### config.mk
export PLATFORM = sky130hd
export DESIGN_NAME = depth_roi_statistics_unit
export DESIGN_NICKNAME = d
export VERILOG_FILES = /design/src/sv/drs_pkg.sv /design/src/sv/drs_front.sv /design/src/sv/drs_queue.sv /design/src/sv/drs_back.sv /design/src/sv/depth_roi_statistics_unit.sv
export SDC_FILE = /design/constraint.sdc
export NUM_CORES = 1
export LEC_CHECK = 0
export BUFFER_PORTS_ARGS = -buffer_cell sky130_fd_sc_hd__buf_2
export CORE_MARGIN = 3
export CORE_UTILIZATION = 55
export DETAILED_ROUTE_END_ITERATION = 10
export GPL_TIMING_DRIVEN = 0
export PLACE_DENSITY_LB_ADDON = 0.15
export SYNTH_ARGS = -nofsm -noshare
export SYNTH_HDL_FRONTEND = slang
export SYNTH_SLANG_ARGS = --single-unit
### constraint.sdc
create_clock -name clk -period 20.7 [get_ports clk]
set_clock_uncertainty 0.2 [all_clocks]
set_input_delay 1.035 -clock clk [delete_from_list [all_inputs] [get_ports clk]]
set_output_delay 1.035 -clock clk [all_outputs]
set_load 0.1 [all_outputs]
### src/sv/drs_pkg.sv
`default_nettype none
package drs_pkg;

  localparam int PIX_W             = 16;
  localparam int CFG_DIM_W         = 13;
  localparam int CFG_DATA_W        = 16;
  localparam int CFG_IDX_W         = 3;
  localparam int OUT_CNT_W         = 25;
  localparam int MAX_DIMENSION_DEF = 4096;
  localparam int QUEUE_DEPTH       = 2;

  // The mean never exceeds the largest pixel, so only PIX_W quotient bits are formed.
  localparam int MEAN_STEPS = PIX_W;

  localparam logic [CFG_IDX_W-1:0] CFG_IMAGE_WIDTH  = 3'd0;
  localparam logic [CFG_IDX_W-1:0] CFG_IMAGE_HEIGHT = 3'd1;
  localparam logic [CFG_IDX_W-1:0] CFG_ROI_SIZE     = 3'd2;
  localparam logic [CFG_IDX_W-1:0] CFG_DEPTH_MIN    = 3'd3;
  localparam logic [CFG_IDX_W-1:0] CFG_DEPTH_MAX    = 3'd4;

  localparam logic [CFG_DIM_W-1:0] IMAGE_WIDTH_RST  = 13'd640;
  localparam logic [CFG_DIM_W-1:0] IMAGE_HEIGHT_RST = 13'd480;
  localparam logic [CFG_DIM_W-1:0] ROI_SIZE_RST     = 13'd20;
  localparam logic [PIX_W-1:0]     DEPTH_MIN_RST    = 16'd0;
  localparam logic [PIX_W-1:0]     DEPTH_MAX_RST    = 16'hFFFF;

endpackage
`default_nettype wire

### src/sv/drs_front.sv
`default_nettype none
module drs_front import drs_pkg::*; #(
  parameter int MAX_DIMENSION = MAX_DIMENSION_DEF,
  localparam int POS_W = $clog2(MAX_DIMENSION),
  localparam int CNT_W = 2 * POS_W + 1,
  localparam int SUM_W = CNT_W + PIX_W
) (
  input  wire logic                  clk,
  input  wire logic                  rst_n,
  input  wire logic                  cfg_we,
  input  wire logic [CFG_IDX_W-1:0]  cfg_index,
  input  wire logic [CFG_DATA_W-1:0] cfg_data,
  input  wire logic                  pix_accept,
  input  wire logic [PIX_W-1:0]      pix,
  output logic                       rec_push,
  output logic                       rec_center_valid,
  output logic [PIX_W-1:0]           rec_center_depth,
  output logic [CNT_W-1:0]           rec_count,
  output logic [SUM_W-1:0]           rec_sum,
  output logic [PIX_W-1:0]           rec_min,
  output logic [PIX_W-1:0]           rec_max
);

  localparam int CMP_W = ((POS_W + 1 > CFG_DIM_W) ? POS_W + 1 : CFG_DIM_W) + 2;
  localparam logic signed [CMP_W-1:0] ZERO = '0;
  localparam logic signed [CMP_W-1:0] ONE  = CMP_W'(1);
  localparam logic signed [CMP_W-1:0] LIM  = CMP_W'(MAX_DIMENSION);

  logic [CFG_DIM_W-1:0] width_r, height_r, roi_r;
  logic [PIX_W-1:0]     dmin_r, dmax_r;

  logic [POS_W-1:0] col_r, row_r;
  logic [SUM_W-1:0] sum_r, sum_nxt;
  logic [CNT_W-1:0] cnt_r, cnt_nxt;
  logic [PIX_W-1:0] min_r, min_nxt, max_r, max_nxt, ctr_r, ctr_nxt;
  logic             seen_r, seen_nxt;

  logic signed [CMP_W-1:0] w_raw, h_raw, w_s, h_s, cx, cy;
  logic signed [CMP_W-1:0] half_lo, half_hi, lo_raw, hi_raw, x0, x1, y0, y1;
  logic signed [CMP_W-1:0] col_s, row_s;
  logic in_win, depth_ok, take, is_ctr, row_end, frame_end;

  // Window bounds follow the live registers, so they are derived combinationally.
  assign w_raw = $signed(CMP_W'(width_r));
  assign h_raw = $signed(CMP_W'(height_r));
  assign w_s   = (w_raw == ZERO) ? ONE : ((w_raw > LIM) ? LIM : w_raw);
  assign h_s   = (h_raw == ZERO) ? ONE : ((h_raw > LIM) ? LIM : h_raw);
  assign cx    = w_s >>> 1;
  assign cy    = h_s >>> 1;

  assign half_lo = $signed(CMP_W'(roi_r >> 1));
  assign half_hi = $signed(CMP_W'(roi_r)) - half_lo;

  always_comb begin
    lo_raw = cx - half_lo;
    hi_raw = cx + half_hi;
    x0 = (lo_raw < ZERO) ? ZERO : lo_raw;
    x1 = (hi_raw > w_s) ? w_s : hi_raw;
  end

  always_comb begin
    logic signed [CMP_W-1:0] ylo, yhi;
    ylo = cy - half_lo;
    yhi = cy + half_hi;
    y0 = (ylo < ZERO) ? ZERO : ylo;
    y1 = (yhi > h_s) ? h_s : yhi;
  end

  assign col_s = $signed(CMP_W'(col_r));
  assign row_s = $signed(CMP_W'(row_r));

  assign in_win    = (col_s >= x0) && (col_s < x1) && (row_s >= y0) && (row_s < y1);
  assign depth_ok  = (pix != '0) && (pix >= dmin_r) && (pix <= dmax_r);
  assign take      = pix_accept && in_win && depth_ok;
  assign is_ctr    = (col_s == cx) && (row_s == cy);
  assign row_end   = (col_s + ONE) >= w_s;
  assign frame_end = row_end && ((row_s + ONE) >= h_s);

  always_comb begin
    sum_nxt  = take ? sum_r + SUM_W'(pix) : sum_r;
    cnt_nxt  = take ? cnt_r + CNT_W'(1) : cnt_r;
    min_nxt  = (take && (pix < min_r)) ? pix : min_r;
    max_nxt  = (take && (pix > max_r)) ? pix : max_r;
    ctr_nxt  = (pix_accept && is_ctr) ? pix : ctr_r;
    seen_nxt = (pix_accept && is_ctr) ? 1'b1 : seen_r;
  end

  // The frame record includes the last pixel of the frame.
  assign rec_push         = pix_accept && frame_end;
  assign rec_center_valid = seen_nxt && (ctr_nxt != '0);
  assign rec_center_depth = rec_center_valid ? ctr_nxt : '0;
  assign rec_count        = cnt_nxt;
  assign rec_sum          = sum_nxt;
  assign rec_min          = min_nxt;
  assign rec_max          = max_nxt;

  always_ff @(posedge clk) begin
    if (!rst_n) begin
      width_r  <= IMAGE_WIDTH_RST;
      height_r <= IMAGE_HEIGHT_RST;
      roi_r    <= ROI_SIZE_RST;
      dmin_r   <= DEPTH_MIN_RST;
      dmax_r   <= DEPTH_MAX_RST;
    end else if (cfg_we) begin
      unique case (cfg_index)
        CFG_IMAGE_WIDTH:  width_r  <= cfg_data[CFG_DIM_W-1:0];
        CFG_IMAGE_HEIGHT: height_r <= cfg_data[CFG_DIM_W-1:0];
        CFG_ROI_SIZE:     roi_r    <= cfg_data[CFG_DIM_W-1:0];
        CFG_DEPTH_MIN:    dmin_r   <= cfg_data[PIX_W-1:0];
        CFG_DEPTH_MAX:    dmax_r   <= cfg_data[PIX_W-1:0];
        default: ;
      endcase
    end
  end

  always_ff @(posedge clk) begin
    if (!rst_n) begin
      col_r  <= '0;
      row_r  <= '0;
      sum_r  <= '0;
      cnt_r  <= '0;
      min_r  <= '1;
      max_r  <= '0;
      ctr_r  <= '0;
      seen_r <= 1'b0;
    end else if (pix_accept) begin
      if (frame_end) begin
        col_r  <= '0;
        row_r  <= '0;
        sum_r  <= '0;
        cnt_r  <= '0;
        min_r  <= '1;
        max_r  <= '0;
        ctr_r  <= '0;
        seen_r <= 1'b0;
      end else begin
        sum_r  <= sum_nxt;
        cnt_r  <= cnt_nxt;
        min_r  <= min_nxt;
        max_r  <= max_nxt;
        ctr_r  <= ctr_nxt;
        seen_r <= seen_nxt;
        if (row_end) begin
          col_r <= '0;
          row_r <= row_r + POS_W'(1);
        end else begin
          col_r <= col_r + POS_W'(1);
        end
      end
    end
  end

endmodule
`default_nettype wire

### src/sv/drs_queue.sv
`default_nettype none
module drs_queue import drs_pkg::*; #(
  parameter int WIDTH = 8
) (
  input  wire logic             clk,
  input  wire logic             rst_n,
  input  wire logic             push,
  input  wire logic [WIDTH-1:0] push_data,
  input  wire logic             pop,
  output logic [WIDTH-1:0]      pop_data,
  output logic                  full,
  output logic                  empty
);

  localparam int PTR_W = (QUEUE_DEPTH > 1) ? $clog2(QUEUE_DEPTH) : 1;
  localparam int LVL_W = $clog2(QUEUE_DEPTH + 1);
  localparam logic [PTR_W-1:0] LAST = PTR_W'(QUEUE_DEPTH - 1);

  logic [WIDTH-1:0] mem_r [QUEUE_DEPTH];
  logic [PTR_W-1:0] wr_ptr_r, rd_ptr_r;
  logic [LVL_W-1:0] level_r;
  logic do_push, do_pop;

  assign full     = (level_r == LVL_W'(QUEUE_DEPTH));
  assign empty    = (level_r == '0);
  assign do_push  = push && !full;
  assign do_pop   = pop && !empty;
  assign pop_data = mem_r[rd_ptr_r];

  always_ff @(posedge clk) begin
    if (do_push) begin
      mem_r[wr_ptr_r] <= push_data;
    end
  end

  always_ff @(posedge clk) begin
    if (!rst_n) begin
      wr_ptr_r <= '0;
      rd_ptr_r <= '0;
      level_r  <= '0;
    end else begin
      if (do_push) begin
        wr_ptr_r <= (wr_ptr_r == LAST) ? '0 : wr_ptr_r + PTR_W'(1);
      end
      if (do_pop) begin
        rd_ptr_r <= (rd_ptr_r == LAST) ? '0 : rd_ptr_r + PTR_W'(1);
      end
      if (do_push && !do_pop) begin
        level_r <= level_r + LVL_W'(1);
      end else if (do_pop && !do_push) begin
        level_r <= level_r - LVL_W'(1);
      end
    end
  end

endmodule
`default_nettype wire

### src/sv/drs_back.sv
`default_nettype none
module drs_back import drs_pkg::*; #(
  parameter int MAX_DIMENSION = MAX_DIMENSION_DEF,
  localparam int POS_W = $clog2(MAX_DIMENSION),
  localparam int CNT_W = 2 * POS_W + 1,
  localparam int SUM_W = CNT_W + PIX_W
) (
  input  wire logic             clk,
  input  wire logic             rst_n,
  input  wire logic             rec_ready,
  input  wire logic             rec_center_valid,
  input  wire logic [PIX_W-1:0] rec_center_depth,
  input  wire logic [CNT_W-1:0] rec_count,
  input  wire logic [SUM_W-1:0] rec_sum,
  input  wire logic [PIX_W-1:0] rec_min,
  input  wire logic [PIX_W-1:0] rec_max,
  output logic                  rec_pop,
  output logic                  out_valid,
  input  wire logic             out_stall,
  output logic                  out_center_valid,
  output logic [PIX_W-1:0]      out_center_depth,
  output logic [OUT_CNT_W-1:0]  out_window_count,
  output logic                  out_window_valid,
  output logic [PIX_W-1:0]      out_window_mean,
  output logic [PIX_W-1:0]      out_window_min,
  output logic [PIX_W-1:0]      out_window_max
);

  localparam int STEP_W = $clog2(MEAN_STEPS);

  localparam logic [1:0] ST_IDLE = 2'd0;
  localparam logic [1:0] ST_DIV  = 2'd1;
  localparam logic [1:0] ST_DONE = 2'd2;

  logic [1:0]        st_r;
  logic [STEP_W-1:0] step_r;
  logic [CNT_W-1:0]  rem_r, rem_nxt, div_r;
  logic [PIX_W-1:0]  quo_r, quo_nxt;
  logic              cv_r;
  logic [PIX_W-1:0]  cd_r, min_r, max_r;

  logic [CNT_W:0] trial, diff;
  logic           ge, out_free, load_out, wv;

  // Restoring division: quo_r shifts the low sum bits out and the quotient bits in.
  assign trial   = {rem_r, quo_r[PIX_W-1]};
  assign diff    = trial - {1'b0, div_r};
  assign ge      = trial >= {1'b0, div_r};
  assign rem_nxt = ge ? diff[CNT_W-1:0] : trial[CNT_W-1:0];
  assign quo_nxt = {quo_r[PIX_W-2:0], ge};

  assign out_free = !out_valid || !out_stall;
  assign load_out = (st_r == ST_DONE) && out_free;
  assign rec_pop  = (st_r == ST_IDLE) && rec_ready;
  assign wv       = (div_r != '0);

  always_ff @(posedge clk) begin
    if (!rst_n) begin
      st_r <= ST_IDLE;
    end else begin
      unique case (st_r)
        ST_IDLE: begin
          if (rec_ready) begin
            st_r <= (rec_count == '0) ? ST_DONE : ST_DIV;
          end
        end
        ST_DIV: begin
          if (step_r == '0) begin
            st_r <= ST_DONE;
          end
        end
        ST_DONE: begin
          if (out_free) begin
            st_r <= ST_IDLE;
          end
        end
        default: st_r <= ST_IDLE;
      endcase
    end
  end

  always_ff @(posedge clk) begin
    if (rec_pop) begin
      rem_r  <= rec_sum[SUM_W-1:PIX_W];
      quo_r  <= rec_sum[PIX_W-1:0];
      div_r  <= rec_count;
      step_r <= STEP_W'(MEAN_STEPS - 1);
      cv_r   <= rec_center_valid;
      cd_r   <= rec_center_depth;
      min_r  <= rec_min;
      max_r  <= rec_max;
    end else if (st_r == ST_DIV) begin
      rem_r  <= rem_nxt;
      quo_r  <= quo_nxt;
      step_r <= step_r - STEP_W'(1);
    end
  end

  always_ff @(posedge clk) begin
    if (!rst_n) begin
      out_valid <= 1'b0;
    end else if (load_out) begin
      out_valid <= 1'b1;
    end else if (!out_stall) begin
      out_valid <= 1'b0;
    end
  end

  always_ff @(posedge clk) begin
    if (load_out) begin
      out_center_valid <= cv_r;
      out_center_depth <= cd_r;
      out_window_count <= OUT_CNT_W'(div_r);
      out_window_valid <= wv;
      out_window_mean  <= wv ? quo_r : '0;
      out_window_min   <= wv ? min_r : '0;
      out_window_max   <= wv ? max_r : '0;
    end
  end

endmodule
`default_nettype wire

### src/sv/depth_roi_statistics_unit.sv
`default_nettype none
// Channel   Direction  Handshake           Payload
// in_       input      in_valid/in_stall   in_depth_pixel
// out_      output     out_valid/out_stall center, window count/valid/mean/min/max
// cfg_      input      cfg_we              cfg_index, cfg_data
//
// Pixels enter at one per cycle while in_stall is low; the front accumulates window statistics as they arrive.
// Each frame record then passes through the back: a load, the bit-serial mean divider and a
// move into the output register. An empty window skips the divider.
// The record queue holds two frames; it fills when frames end faster than the back finishes
// their records, as when short frames arrive or the output is stalled.
// Reset is synchronous and active low; it restores the register defaults and clears the frame.
// in_stall is high only while the record queue is full.
module depth_roi_statistics_unit import drs_pkg::*; #(
  parameter int MAX_DIMENSION = MAX_DIMENSION_DEF
) (
  input  wire logic                  clk,
  input  wire logic                  rst_n,
  input  wire logic                  cfg_we,
  input  wire logic [CFG_IDX_W-1:0]  cfg_index,
  input  wire logic [CFG_DATA_W-1:0] cfg_data,
  input  wire logic                  in_valid,
  output logic                       in_stall,
  input  wire logic [PIX_W-1:0]      in_depth_pixel,
  output logic                       out_valid,
  input  wire logic                  out_stall,
  output logic                       out_center_valid,
  output logic [PIX_W-1:0]           out_center_depth,
  output logic [OUT_CNT_W-1:0]       out_window_count,
  output logic                       out_window_valid,
  output logic [PIX_W-1:0]           out_window_mean,
  output logic [PIX_W-1:0]           out_window_min,
  output logic [PIX_W-1:0]           out_window_max
);

  localparam int POS_W = $clog2(MAX_DIMENSION);
  localparam int CNT_W = 2 * POS_W + 1;
  localparam int SUM_W = CNT_W + PIX_W;
  localparam int REC_W = 1 + PIX_W + CNT_W + SUM_W + 2 * PIX_W;

  logic             f_push, f_cv;
  logic [PIX_W-1:0] f_cd, f_min, f_max;
  logic [CNT_W-1:0] f_cnt;
  logic [SUM_W-1:0] f_sum;

  logic             q_full, q_empty, q_pop;
  logic [REC_W-1:0] q_in, q_out;

  logic             b_cv;
  logic [PIX_W-1:0] b_cd, b_min, b_max;
  logic [CNT_W-1:0] b_cnt;
  logic [SUM_W-1:0] b_sum;

  assign in_stall = q_full;

  drs_front #(.MAX_DIMENSION(MAX_DIMENSION)) u_front (
    .clk              (clk),
    .rst_n            (rst_n),
    .cfg_we           (cfg_we),
    .cfg_index        (cfg_index),
    .cfg_data         (cfg_data),
    .pix_accept       (in_valid && !q_full),
    .pix              (in_depth_pixel),
    .rec_push         (f_push),
    .rec_center_valid (f_cv),
    .rec_center_depth (f_cd),
    .rec_count        (f_cnt),
    .rec_sum          (f_sum),
    .rec_min          (f_min),
    .rec_max          (f_max)
  );

  assign q_in = {f_cv, f_cd, f_cnt, f_sum, f_min, f_max};

  drs_queue #(.WIDTH(REC_W)) u_queue (
    .clk       (clk),
    .rst_n     (rst_n),
    .push      (f_push),
    .push_data (q_in),
    .pop       (q_pop),
    .pop_data  (q_out),
    .full      (q_full),
    .empty     (q_empty)
  );

  assign {b_cv, b_cd, b_cnt, b_sum, b_min, b_max} = q_out;

  drs_back #(.MAX_DIMENSION(MAX_DIMENSION)) u_back (
    .clk              (clk),
    .rst_n            (rst_n),
    .rec_ready        (!q_empty),
    .rec_center_valid (b_cv),
    .rec_center_depth (b_cd),
    .rec_count        (b_cnt),
    .rec_sum          (b_sum),
    .rec_min          (b_min),
    .rec_max          (b_max),
    .rec_pop          (q_pop),
    .out_valid        (out_valid),
    .out_stall        (out_stall),
    .out_center_valid (out_center_valid),
    .out_center_depth (out_center_depth),
    .out_window_count (out_window_count),
    .out_window_valid (out_window_valid),
    .out_window_mean  (out_window_mean),
    .out_window_min   (out_window_min),
    .out_window_max   (out_window_max)
  );

  // An empty window reports zero statistics.
  a_empty_window_zero: assert property (@(posedge clk) disable iff (!rst_n)
    out_valid && !out_window_valid |->
      out_window_mean == '0 && out_window_min == '0 && out_window_max == '0)
    else $error("empty window reports nonzero statistics");

  // A floored mean of accepted pixels always lies between their minimum and maximum.
  a_mean_in_range: assert property (@(posedge clk) disable iff (!rst_n)
    out_valid && out_window_valid |->
      out_window_min <= out_window_mean && out_window_mean <= out_window_max)
    else $error("window mean outside of min/max range");

  a_center_zero: assert property (@(posedge clk) disable iff (!rst_n)
    out_valid && !out_center_valid |-> out_center_depth == '0)
    else $error("invalid center reports a depth");

endmodule
`default_nettype wire
==> flow_summary_export.csv <==
group,metric,value,unit
outcome,outcome,"finished clean",
min_path,worstHoldStart,"u_back.cd_r[3]",
logic_synthesis,synthArstFlopShare,0,%
cells_and_area,diodes,0,
sta,worst_slew_pin_slew,1.07,ns
die,die_w,261,um
global_routing,grt_pass1_wl,153000,um
sta,hold_ws,0.219,ns
global_routing,antenna_found_initial,2,
logic_synthesis,synth_compound_area_share,13.4,%
logic_synthesis,netlist.top_cell.by_area,"edfxtp_1",
logic_synthesis,syn_area_per_cell,10.4,sq um
clocking,htree_num_levels,3,
placement,io_buffer_count,132,
sta,relSlewSlack,29.0,%
cells_and_area,layout_commonest_cell,"edfxtp_1",
logic_synthesis,synth_top_family_by_area,"simple AND/OR/NAND/NOR gates",
setup_path,worst_path_most_repeated_cell,"ha_1",
die,die_h,261,um
clocking,cts_hold_buf,0,
min_path,hold_path_class,"register to register",
sta,slew_viol_final,0,
clocking,clock_latency,0.63,ns
pwr,p_per_area,110,nW/um^2
min_path,min_to,"u_back.out_center_depth[3]",
cells_and_area,fill_cells,5067,
pwr,p_leak,0.0157,uW
die,die_area,68000,sq um
cells_and_area,multi_input_area,16900,sq um
logic_synthesis,synth.area.top_cells,"edfxtp_1 (37%), dfxtp_1 (12%), ha_1 (9.4%)",
drt,drc,0,
min_path,hold-path-cell-count,0,
drt,viasPerCell,6.05,
logic_synthesis,ys_ff_latch,658,
sta,fmax,0.0930,GHz
logic_synthesis,synth-seq-area-share,49.1,%
drt,drt_iter0_drc,2351,
sta,setup_viol,0,
setup_path,critPathMaxStageDelay,0.78,ns
cells_and_area,drive_gt1_share,11.5,%
setup_path,required,21.05,ns
clocking,path_clk_slew,0.07,ns
global_routing,grt_usage,29.1,%
pwr,total_power,4400,uW
logic_synthesis,synthAdderAreaFrac,9.78,%
logic_synthesis,synth_nets,3741,
flow_run,maxCapViolations,0,
clocking,cts_resized,0,
sta,rsz0062_at_grt,"false",
sta,period_share,51.9,%
clocking,post-cts-setup-buffers,0,
sta,min_period,10.75,ns
logic_synthesis,synth_xor_area_share,4.29,%
clocking,cts.sinks,658,
setup_path,worstReg2RegStart,"u_front.roi_r[2]",
logic_synthesis,yosys.area_share.simple,14.8,%
sta,worst_slack,9.95,ns
sta,hold_viol,0,
die,core-area,63700,sq um
die,start_util,56.1,%
setup_path,cp_data_arrival_time,11.10,ns
drt,firstDrtPassIters,6,
logic_synthesis,ys.flop_type,"edfxtp_1",
logic_synthesis,ys_warn_count,0,
placement,gp_congestion,0.998,
setup_path,cpMaxStageDelayCell,"o41ai_2",
setup_path,critPathLaunchType,"register",
logic_synthesis,yosys.cell_types.count,94,
setup_path,path_max_fanout,10,
die,io_pins,133,
pwr,vdd_ir_drop_max,0.0828,mV
drt,ant_nets,0,
clocking,cts_buffers,71,
logic_synthesis,netlist_instances,3426,
setup_path,reg2reg_slack,9.95,ns
clocking,clockBufferDepth,3,
cells_and_area,regArea,17500,sq um
placement,place_ws,10.23,ns
setup_path,endpoint_kind,"register",
setup_path,path_class,"register to register",
logic_synthesis,synth_edf_count,436,
setup_path,reg2reg_depth,34,
sta,tns,0,ns
drt,num_vias,27500,
logic_synthesis,synthMuxAreaShare,4.92,%
cells_and_area,layout_common_cells,"edfxtp_1 (436), nand2_1 (376), ha_1 (268), a21oi_1 (244), dfxtp_1 (222)",
logic_synthesis,synth_area,35700,sq um
placement,hpwl,75100,um
die,fp-row-count,92,
global_routing,grt_pass1_vias,27200,
clocking,cts_tree,"done",
setup_path,worstReg2RegEnd,"u_front.sum_r[15]",
drt,wirelength,99300,um
cells_and_area,syn2layout_area_growth,12.4,%
drt,wl_per_cell,21.8,um
global_routing,grt_max_degree,50,
cells_and_area,final_nets,3964,
global_routing,grt_overflow,0,
logic_synthesis,synth_top_area_share,36.7,%
clocking,clockRootBuffer,"clkbuf_16",
[report_power, final]
group	switching (uW)	total (uW)	internal, uW
combinational	903	1390	489
sequential	75.0	1700	1630
clock	547	1300	754
[worst max path at each step]
stage / startpoint / endpoint / slack [ns] / cells past startpoint
4_1_cts: u_front.roi_r[2] / u_front.sum_r[15] / 10.15 / 34
5_1_grt: u_front.roi_r[2] / u_queue.mem_r[1][48] / 9.58 / 34
3_5_place_dp: u_front.roi_r[2] / u_front.sum_r[8] / 10.23 / 34
2_1_floorplan: u_front.col_r[0] / u_queue.mem_r[0][0] / 9.45 / 12
6_report: u_front.roi_r[2] / u_front.sum_r[15] / 9.95 / 34
3_3_place_gp: u_front.col_r[1] / u_queue.mem_r[0][48] / 4.31 / 12
[stage by stage]
step / cell area (sq um) / utilization (%) / cells
floorplan: 35700 / - / 3426
global placement: 37400 / 58.8 / 4404
detailed placement: 37700 / 59.2 / 4421
CTS: 40100 / 63.1 / 4553
global route: 40100 / 63.1 / 4554
finish: 40100 / 63.1 / 4554
[registers in the layout, summed over array words and instances (netlist names), 25 cells and up, named ones only]
signal                   count
u_queue.mem_r              230
u_front.sum_r               41
u_back.div_r                25
u_back.out_window_count     25
u_back.rem_r                25
u_front.cnt_r               25
[cells in the mapped netlist (all sizes together), types with 44 or more instances]
| library cell | n |
|---|---|
| xor2 | 61 |
| o211ai | 51 |
| nand3 | 110 |
| xnor2 | 114 |
| mux2 | 108 |
| nand2b | 44 |
| and3 | 52 |
| o21ai | 130 |
| ha | 268 |
| inv | 196 |
| dfxtp | 222 |
| nand4 | 50 |
| edfxtp | 436 |
| clkbuf | 111 |
| nor2 | 216 |
| a21oi | 245 |
| nor2b | 91 |
| nand2 | 377 |
| mux2i | 53 |
| a21o | 47 |
[metal layers]
metal | up-vias | track usage [%] | wire (um)
met5 | - | 0 | 13
met4 | 2 | 11.6 | 3760
met3 | 224 | 4.73 | 6380
met2 | 1053 | 49.0 | 47300
met1 | 13300 | 37.6 | 41900
li1 | 12900 | - | -
[cells by family (layout without fill, tap and decap cells)]
group	Yosys count	after routing
and+or+nand+nor	1088	1088
DFF	658	658
AOI/OAI and AO/OA	733	733
buffers and inverters	336	618
xor gates and xnor gates	175	175
muxes	161	161
adders and majority gates	275	275
[worst max-delay path, delay by kind of cell, from the launching register on]
family                   cells  cell delay [ns]
AO/OA/AOI/OAI               13             3.66
XOR/XNOR                     2             0.73
adder cells (fa/ha/maj)      4             1.37
buffers and inverters        4             1.24
flip-flops                   1             0.39
AND/OR/NAND/NOR             11             3.06
[cell type report]
type	instances	area share (%)
flip-flops and latches	658	43.7
multi-input cells	2432	42.1
clock buffers	100	5.00
well taps	846	2.64
repair buffers	150	2.31
inverters	196	1.83
plain buffers	140	1.41
clock inverters	32	1.03
(Power assumes the default switching activity.)
